**src/rtl/core/pal_pkg.sv**
```systemverilog
// shared types and constants for the positional array list
package pal_pkg;

    localparam int CAPACITY = 16;
    localparam int IDX_W    = (CAPACITY > 1) ? $clog2(CAPACITY) : 1;
    localparam int CNT_W    = $clog2(CAPACITY + 1);
    localparam int POS_W    = 4;
    localparam int CMP_W    = (CNT_W > POS_W) ? CNT_W : POS_W;

    typedef enum logic [2:0] {
        OP_CLEAR  = 3'd0,
        OP_APPEND = 3'd1,
        OP_DELETE = 3'd2,
        OP_SEARCH = 3'd3,
        OP_INSERT = 3'd4,
        OP_READ   = 3'd5
    } t_opcode;

    typedef enum logic [1:0] {
        ST_OK     = 2'd0,
        ST_BADPOS = 2'd1,
        ST_FULL   = 2'd2,
        ST_MISS   = 2'd3
    } t_status;

    typedef enum logic [1:0] {
        CMD_HOLD   = 2'd0,
        CMD_APPEND = 2'd1,
        CMD_DELETE = 2'd2,
        CMD_INSERT = 2'd3
    } t_cell_cmd;

    typedef struct packed {
        t_cell_cmd          cmd;
        logic [CMP_W-1:0]   pos;
        logic [CMP_W-1:0]   count;
        logic signed [31:0] value;
    } t_cell_ctrl;

    typedef struct packed {
        logic [2:0]         opcode;
        logic [POS_W-1:0]   position;
        logic signed [31:0] value;
    } t_in_item;

    typedef struct packed {
        logic [1:0]         status;
        logic [3:0]         found_index;
        logic signed [31:0] read_value;
        logic [4:0]         element_count;
    } t_out_item;

endpackage

```
**src/rtl/core/pal_in_if.sv**
```systemverilog
// request channel: opcode, position and value
interface pal_in_if;
    import pal_pkg::*;

    logic     valid;
    logic     ready;
    t_in_item payload;

    modport source (output valid, output payload, input ready);
    modport sink   (input valid, input payload, output ready);
endinterface

```
**src/rtl/core/pal_out_if.sv**
```systemverilog
// result channel: status, index, read data and count
interface pal_out_if;
    import pal_pkg::*;

    logic      valid;
    logic      ready;
    t_out_item payload;

    modport source (output valid, output payload, input ready);
    modport sink   (input valid, input payload, output ready);
endinterface

```
**src/rtl/core/pal_cell.sv**
```systemverilog
// one list slot: holds an element, shifts to or from its neighbors, compares
module pal_cell (
    input  logic                      i_clk,
    input  logic [pal_pkg::IDX_W-1:0] i_index,
    input  pal_pkg::t_cell_ctrl       i_ctrl,
    input  logic signed [31:0]        i_left,
    input  logic signed [31:0]        i_right,
    output logic signed [31:0]        o_data,
    output logic                      o_match
);
    import pal_pkg::*;

    logic signed [31:0] r_data;
    logic signed [31:0] n_data;
    logic [CMP_W-1:0]   k;
    logic [CMP_W-1:0]   k_next;

    assign k      = CMP_W'(i_index);
    assign k_next = k + CMP_W'(1);

    always_comb begin
        n_data = r_data;
        unique case (i_ctrl.cmd)
            CMD_APPEND: begin
                if (k == i_ctrl.count) n_data = i_ctrl.value;
            end
            CMD_DELETE: begin
                if (k >= i_ctrl.pos && k_next < i_ctrl.count) n_data = i_right;
            end
            CMD_INSERT: begin
                if (k == i_ctrl.pos) begin
                    n_data = i_ctrl.value;
                end else if (k > i_ctrl.pos && k <= i_ctrl.count) begin
                    n_data = i_left;
                end
            end
            default: n_data = r_data;
        endcase
    end

    always_ff @(posedge i_clk) begin
        r_data <= n_data;
    end

    assign o_data  = r_data;
    // only slots inside the list take part in a search
    assign o_match = (r_data == i_ctrl.value) && (k < i_ctrl.count);
endmodule

```
**src/rtl/core/positional_array_list.sv**
```systemverilog
// Positional array list: ordered list of signed 32-bit words held in a row of cells.
// i_in carries opcode, position and value; o_out returns one result per request
// with status, found index, read value and the element count after the request.
// Both channels use valid/ready; a transfer happens when both are high.
// For every request the cells shift, write and compare in
// parallel, and the result is registered, so it appears on o_out the cycle after
// the input transfer. Throughput is one request per cycle while o_out is taken.
// The result register is the only buffer: when the receiver stalls, i_in.ready
// drops until the waiting result is transferred, and it rises again in the same
// cycle that the result leaves, so no cycle is lost.
// Reset clears the element count and the output valid; slot contents are not
// cleared, only slots below the count are ever read.
// Search reports the lowest matching index; a position at or beyond the count
// is reported as invalid, and append or insert into a full list reports full.
module positional_array_list (
    input  logic      i_clk,
    input  logic      i_rst_n,
    pal_in_if.sink    i_in,
    pal_out_if.source o_out
);
    import pal_pkg::*;

    logic [CNT_W-1:0]   r_count;
    logic [CNT_W-1:0]   n_count;
    logic               r_out_valid;
    t_out_item          r_out;
    t_out_item          n_out;
    logic               accept;
    logic [CMP_W-1:0]   pos_w;
    logic [CMP_W-1:0]   cnt_w;
    logic               bad_pos;
    logic               full;
    t_cell_ctrl         ctrl;
    logic signed [31:0] cell_data [CAPACITY];
    logic [CAPACITY-1:0] match;
    logic               hit;
    logic [IDX_W-1:0]   hit_index;
    logic signed [31:0] rd_data;

    assign i_in.ready = !r_out_valid || o_out.ready;
    assign accept     = i_in.valid && i_in.ready;

    assign pos_w   = CMP_W'(i_in.payload.position);
    assign cnt_w   = CMP_W'(r_count);
    assign bad_pos = pos_w >= cnt_w;
    assign full    = r_count == CNT_W'(CAPACITY);

    // row of cells, each linked to both neighbors
    for (genvar g = 0; g < CAPACITY; g++) begin : g_cell
        logic signed [31:0] left;
        logic signed [31:0] right;
        if (g == 0) begin : g_first
            assign left = '0;
        end else begin : g_mid_l
            assign left = cell_data[g-1];
        end
        if (g == CAPACITY - 1) begin : g_last
            assign right = '0;
        end else begin : g_mid_r
            assign right = cell_data[g+1];
        end
        pal_cell u_cell (
            .i_clk   (i_clk),
            .i_index (IDX_W'(g)),
            .i_ctrl  (ctrl),
            .i_left  (left),
            .i_right (right),
            .o_data  (cell_data[g]),
            .o_match (match[g])
        );
    end

    // lowest matching slot wins
    always_comb begin
        hit       = 1'b0;
        hit_index = '0;
        for (int k = CAPACITY - 1; k >= 0; k--) begin
            if (match[k]) begin
                hit       = 1'b1;
                hit_index = IDX_W'(k);
            end
        end
    end

    assign rd_data = cell_data[IDX_W'(i_in.payload.position)];

    always_comb begin
        ctrl.cmd   = CMD_HOLD;
        ctrl.pos   = pos_w;
        ctrl.count = cnt_w;
        ctrl.value = i_in.payload.value;
        n_count    = r_count;
        n_out      = '0;
        unique case (i_in.payload.opcode)
            OP_CLEAR: begin
                n_count = '0;
            end
            OP_APPEND: begin
                if (full) begin
                    n_out.status = ST_FULL;
                end else begin
                    ctrl.cmd = CMD_APPEND;
                    n_count  = r_count + CNT_W'(1);
                end
            end
            OP_DELETE: begin
                if (bad_pos) begin
                    n_out.status = ST_BADPOS;
                end else begin
                    ctrl.cmd = CMD_DELETE;
                    n_count  = r_count - CNT_W'(1);
                end
            end
            OP_SEARCH: begin
                if (hit) begin
                    n_out.found_index = 4'(hit_index);
                end else begin
                    n_out.status = ST_MISS;
                end
            end
            OP_INSERT: begin
                if (bad_pos) begin
                    n_out.status = ST_BADPOS;
                end else if (full) begin
                    n_out.status = ST_FULL;
                end else begin
                    ctrl.cmd = CMD_INSERT;
                    n_count  = r_count + CNT_W'(1);
                end
            end
            OP_READ: begin
                if (bad_pos) begin
                    n_out.status = ST_BADPOS;
                end else begin
                    n_out.read_value = rd_data;
                end
            end
            default: begin
                n_out.status = ST_BADPOS;
            end
        endcase
        n_out.element_count = 5'(n_count);
        if (!accept) begin
            ctrl.cmd = CMD_HOLD;
            n_count  = r_count;
        end
    end

    always_ff @(posedge i_clk) begin
        if (!i_rst_n) begin
            r_count     <= '0;
            r_out_valid <= 1'b0;
        end else begin
            r_count <= n_count;
            if (accept) begin
                r_out_valid <= 1'b1;
            end else if (o_out.ready) begin
                r_out_valid <= 1'b0;
            end
        end
    end

    always_ff @(posedge i_clk) begin
        if (accept) begin
            r_out <= n_out;
        end
    end

    assign o_out.valid   = r_out_valid;
    assign o_out.payload = r_out;
endmodule

```
**src/flat_wrapper.sv**
```systemverilog
// flat-port wrapper written by rule: the top's interface ports become plain ports
module positional_array_list_flat import pal_pkg::*;
  (i_clk, i_rst_n, i_in_valid, i_in_payload, i_in_ready, o_out_valid, o_out_payload, o_out_ready);
  pal_in_if i_in_i ();
  pal_out_if o_out_i ();
  input  logic i_clk;
  input  logic i_rst_n;
  input wire logic [$bits(i_in_i.valid)-1:0] i_in_valid;
  input wire logic [$bits(i_in_i.payload)-1:0] i_in_payload;
  output wire logic [$bits(i_in_i.ready)-1:0] i_in_ready;
  output wire logic [$bits(o_out_i.valid)-1:0] o_out_valid;
  output wire logic [$bits(o_out_i.payload)-1:0] o_out_payload;
  input wire logic [$bits(o_out_i.ready)-1:0] o_out_ready;
  assign i_in_i.valid = i_in_valid;
  assign i_in_i.payload = i_in_payload;
  assign i_in_ready = i_in_i.ready;
  assign o_out_valid = o_out_i.valid;
  assign o_out_payload = o_out_i.payload;
  assign o_out_i.ready = o_out_ready;
  positional_array_list u_core (.i_clk(i_clk), .i_rst_n(i_rst_n), .i_in(i_in_i), .o_out(o_out_i));
endmodule
```
**config.mk**
```make
export PLATFORM = sky130hd
export DESIGN_NAME = positional_array_list_flat
export DESIGN_NICKNAME = d
export VERILOG_FILES = /design/src/rtl/core/pal_pkg.sv /design/src/rtl/core/pal_in_if.sv /design/src/rtl/core/pal_out_if.sv /design/src/rtl/core/pal_cell.sv /design/src/rtl/core/positional_array_list.sv /design/src/flat_wrapper.sv
export SDC_FILE = /design/constraint.sdc
export NUM_CORES = 2
export LEC_CHECK = 0
export ABC_AREA = 1
export BUFFER_PORTS_ARGS = -buffer_cell sky130_fd_sc_hd__buf_2
export CORE_MARGIN = 8
export CORE_UTILIZATION = 60
export CTS_BUF_LIST = sky130_fd_sc_hd__clkbuf_8
export CTS_CLUSTER_DIAMETER = 30
export DETAILED_ROUTE_END_ITERATION = 10
export PLACE_DENSITY = 0.77
export SYNTH_ARGS = -nofsm -noshare
export SYNTH_HDL_FRONTEND = slang
export SYNTH_HIERARCHICAL = 1
export SYNTH_SLANG_ARGS = --single-unit
```
**constraint.sdc**
```tcl
create_clock -name i_clk -period 16.41 [get_ports i_clk]
set_clock_uncertainty 0.15 [all_clocks]
set_input_delay 1.641 -clock i_clk [delete_from_list [all_inputs] [get_ports i_clk]]
set_output_delay 1.641 -clock i_clk [all_outputs]
set_load 0.005 [all_outputs]
```
==> flow_summary.yaml <==
clock_tree:
  post_cts.repair.setup_buffers: 0
  cts_tree: "done"
  clock_latency_ps: 810
  post_cts_resized: 0
  cts.path.max_buffers: 3
  cts_sinks: 561
  htreeDepth: 4
  cts_buffers: 152
  clk_pin_slew_ps: 50
  hold_buffers: 0
  cts_root_buffer: "clkbuf_8"
sta:
  finalCritPeriodShare_pct: 33.6
  fmax_mhz: 181
  setup_viol: 0
  slew_viol_final: 0
  grt_setup_unrepaired: "no"
  fin_tns_setup_ps: 0
  layout_setup_ws_ps: 10900
  hold_ws_ps: 362
  max_slew_margin_pct: 17.2
  tightest_slew_ps: 1240
  period_minus_slack_ps: 5510
  final_hold_viol_count: 0
worst_setup_path:
  crit_required_ps: 16780
  r2r_end: "u_core/g_cell[15].u_cell/o_data[29]"
  r2r-start: "u_core/cnt_w[0]"
  reg2reg_slack_ps: 11430
  cp-start-kind: "primary input"
  cpPeakStageDelay_ps: 950
  critPathTopFamily: "simple AND/OR/NAND/NOR gates"
  crit_path_max_fanout: 48
  crit_buf_inv: 5
  crit_path_cell_trace: "buf_8 > inv_6 > ha_1 > inv_1 > nand2_1 > nand4_1 > nand3_1 > nor2_1 > inv_1 > a21oi_4 > buf_4 > ha_1 > or2_2 > o221ai_1"
  cp.arrival_ps: 5880
  end_kind: "flip-flop"
  crit_slowest_cell: "ha_1"
  startpoint: "i_in_payload[32]"
  crit_type: "primary input to flip-flop"
  r2r_cells: 13
floorplanning:
  ios: 88
  start_util_pct: 60.4
  dieHeight_um: 320
  core_mm2: 0.0915
  die-area_mm2: 0.102
  fp-row-count: 111
  die_width_um: 320
min_path:
  hold_end: "u_core/o_out.valid"
  hold_path_startpoint: "u_core/o_out.valid"
  hold_class: "flip-flop to flip-flop"
  holdPathStages: 2
final_layout:
  fillers: 7556
  layout.nets: 7361
  drive_above_1_share_pct: 20.1
  regArea_mm2: 0.0168
  final_cell_mix: "nand2_1, inv_1, o21ai_0, nor2_1, edfxtp_1"
  utilization_pct: 65.3
  multi_input_comb_area_mm2: 0.0340
  syn2layout_area_growth_pct: 8.14
  final_common_cell: "nand2_1"
logic_synthesis:
  async_flop_share_pct: 0
  syn_inst: 6712
  synth_top_area_share_pct: 30.2
  ys_ff_latch: 561
  yosysWarnings: 6
  ys_seq_area_share_pct: 30.4
  synth.distinct_cells: 41
  syn-cell-area_mm2: 0.0553
  ys.flop_type: "edfxtp_1"
  synth-edff-count: 555
  synthTopCellsByArea: "edfxtp_1, o221ai_2, nand2_1, o21ai_0, ha_1"
  synth.largest_area_cell: "edfxtp_1"
  avgSynthCellArea_um2: 8.24
detailed_routing:
  wl_met2_um: 75600
  wl_per_cell_um: 19.4
  dr.first_iter.drc_count: 5601
  wl_met3_um: 16100
  firstDrtPassIters: 6
  dr_total_vias: 49600
  vias_per_cell: 5.94
  drc: 0
  highest_layer: "met5"
  routed_wl_um: 162000
  met1Wirelength_um: 63600
  ant_nets: 0
grt:
  grt_pass1_wl_um: 260000
  grt_max_degree: 114
  gr-total-overflow: 0
  grt_pass1_vias: 48600
  grt_usage_pct: 30.8
  antenna_found_initial: 5
placement:
  dpl_worst_slack_ps: 10120
  portBuffers: 87
  dp_hpwl_um: 121000
  gp_congestion: 0.928
status:
  status: "completed"
power:
  peakVddDrop_uv: 84.2
  leakage_nw: 23.5
  finalPower_mw: 4.58
  power_density_mw_per_mm2: 76.6
flow_run:
  drv_cap: 0
==> tightest hold or removal path, delay by kind of cell (launching register included) <==
family,cells,cell delay (ps)
flip-flops,1,300
AO/OA/AOI/OAI,1,70
AND/OR/NAND/NOR,1,90
==> final cells by class <==
type / count / area share [%]
Sequential cell: 561 / 28.1
Timing Repair Buffer: 197 / 2.17
Multi-Input combinational cell: 5249 / 56.9
Clock inverter: 110 / 1.18
Clock buffer: 158 / 3.64
Inverter: 879 / 5.53
Tap cell: 1186 / 2.48
Antenna cell: 3 / 0.0126
==> cells by family after synthesis <==
kind of cell / share of synthesized area [%]
compound gates: 22.9
xor+xnor: 7.64
fa+ha+maj: 6.29
buf+inv: 10.6
flops: 30.4
mux: 1.07
other cells: 0.0136
simple gates: 21.1
==> synthesized netlist by cell type (9+ instances only) <==
cell      instances
nand2_1        1142
nor3_1           33
nor2_4           16
a21oi_1          43
o221ai_1         79
o21ai_1          41
inv_1           842
clkbuf_1        150
buf_2            70
o21ai_0         717
o221ai_2        480
nand3_1         106
xor2_1          178
edfxtp_1        555
inv_2            35
ha_1            278
nor2_1          719
buf_6           138
buf_1             9
nand4_1         111
xnor2_1         304
o32ai_1          57
mux2i_1          59
or2_1            16
nor2_2          480
o22ai_1          24
==> state kept, by name (all words and copies together), names as in the netlist <==
register / cells
u_core/o_out.valid: 1
u_core/cnt_w: 5
u_core/o_out.payload: 43
u_core/g_cell.u_cell/o_data: 512
==> power by group <==
group	leakage, nW	total [mW]	switching, mW	internal [mW]
Combinational	16.7	1.02	0.648	0.369
Clock	1.62	1.75	0.741	1.01
Sequential	5.18	1.81	0.106	1.71
Total	23.5	4.58	1.49	3.08
==> layer usage <==
metal | global-route usage [%] | vias to the layer above
met3 | 5.92 | 404
met4 | 13.0 | 2
li1 | - | 23300
met2 | 51.1 | 2596
met5 | 0 | -
met1 | 39.1 | 23300
==> through the flow <==
step	instances	cell area, um2
finish	8343	59800
global route	8342	59800
CTS	8340	59800
detailed placement	8072	56900
global placement	8072	56900
floorplan	7062	56600
==> how the worst max path moves through the flow <==
stage               slack (ps)  cells after the start                                  end
floorplan                 7820                     17    u_core/g_cell[0].u_cell/o_data[0]
global placement         10180                     14  u_core/g_cell[15].u_cell/o_data[29]
detailed placement       10120                     14  u_core/g_cell[15].u_cell/o_data[29]
CTS                      11000                     14  u_core/g_cell[15].u_cell/o_data[29]
global route             10570                     14  u_core/g_cell[15].u_cell/o_data[29]
finish                   10900                     14  u_core/g_cell[15].u_cell/o_data[29]
Note: power is estimated with default switching activity, not from simulation.
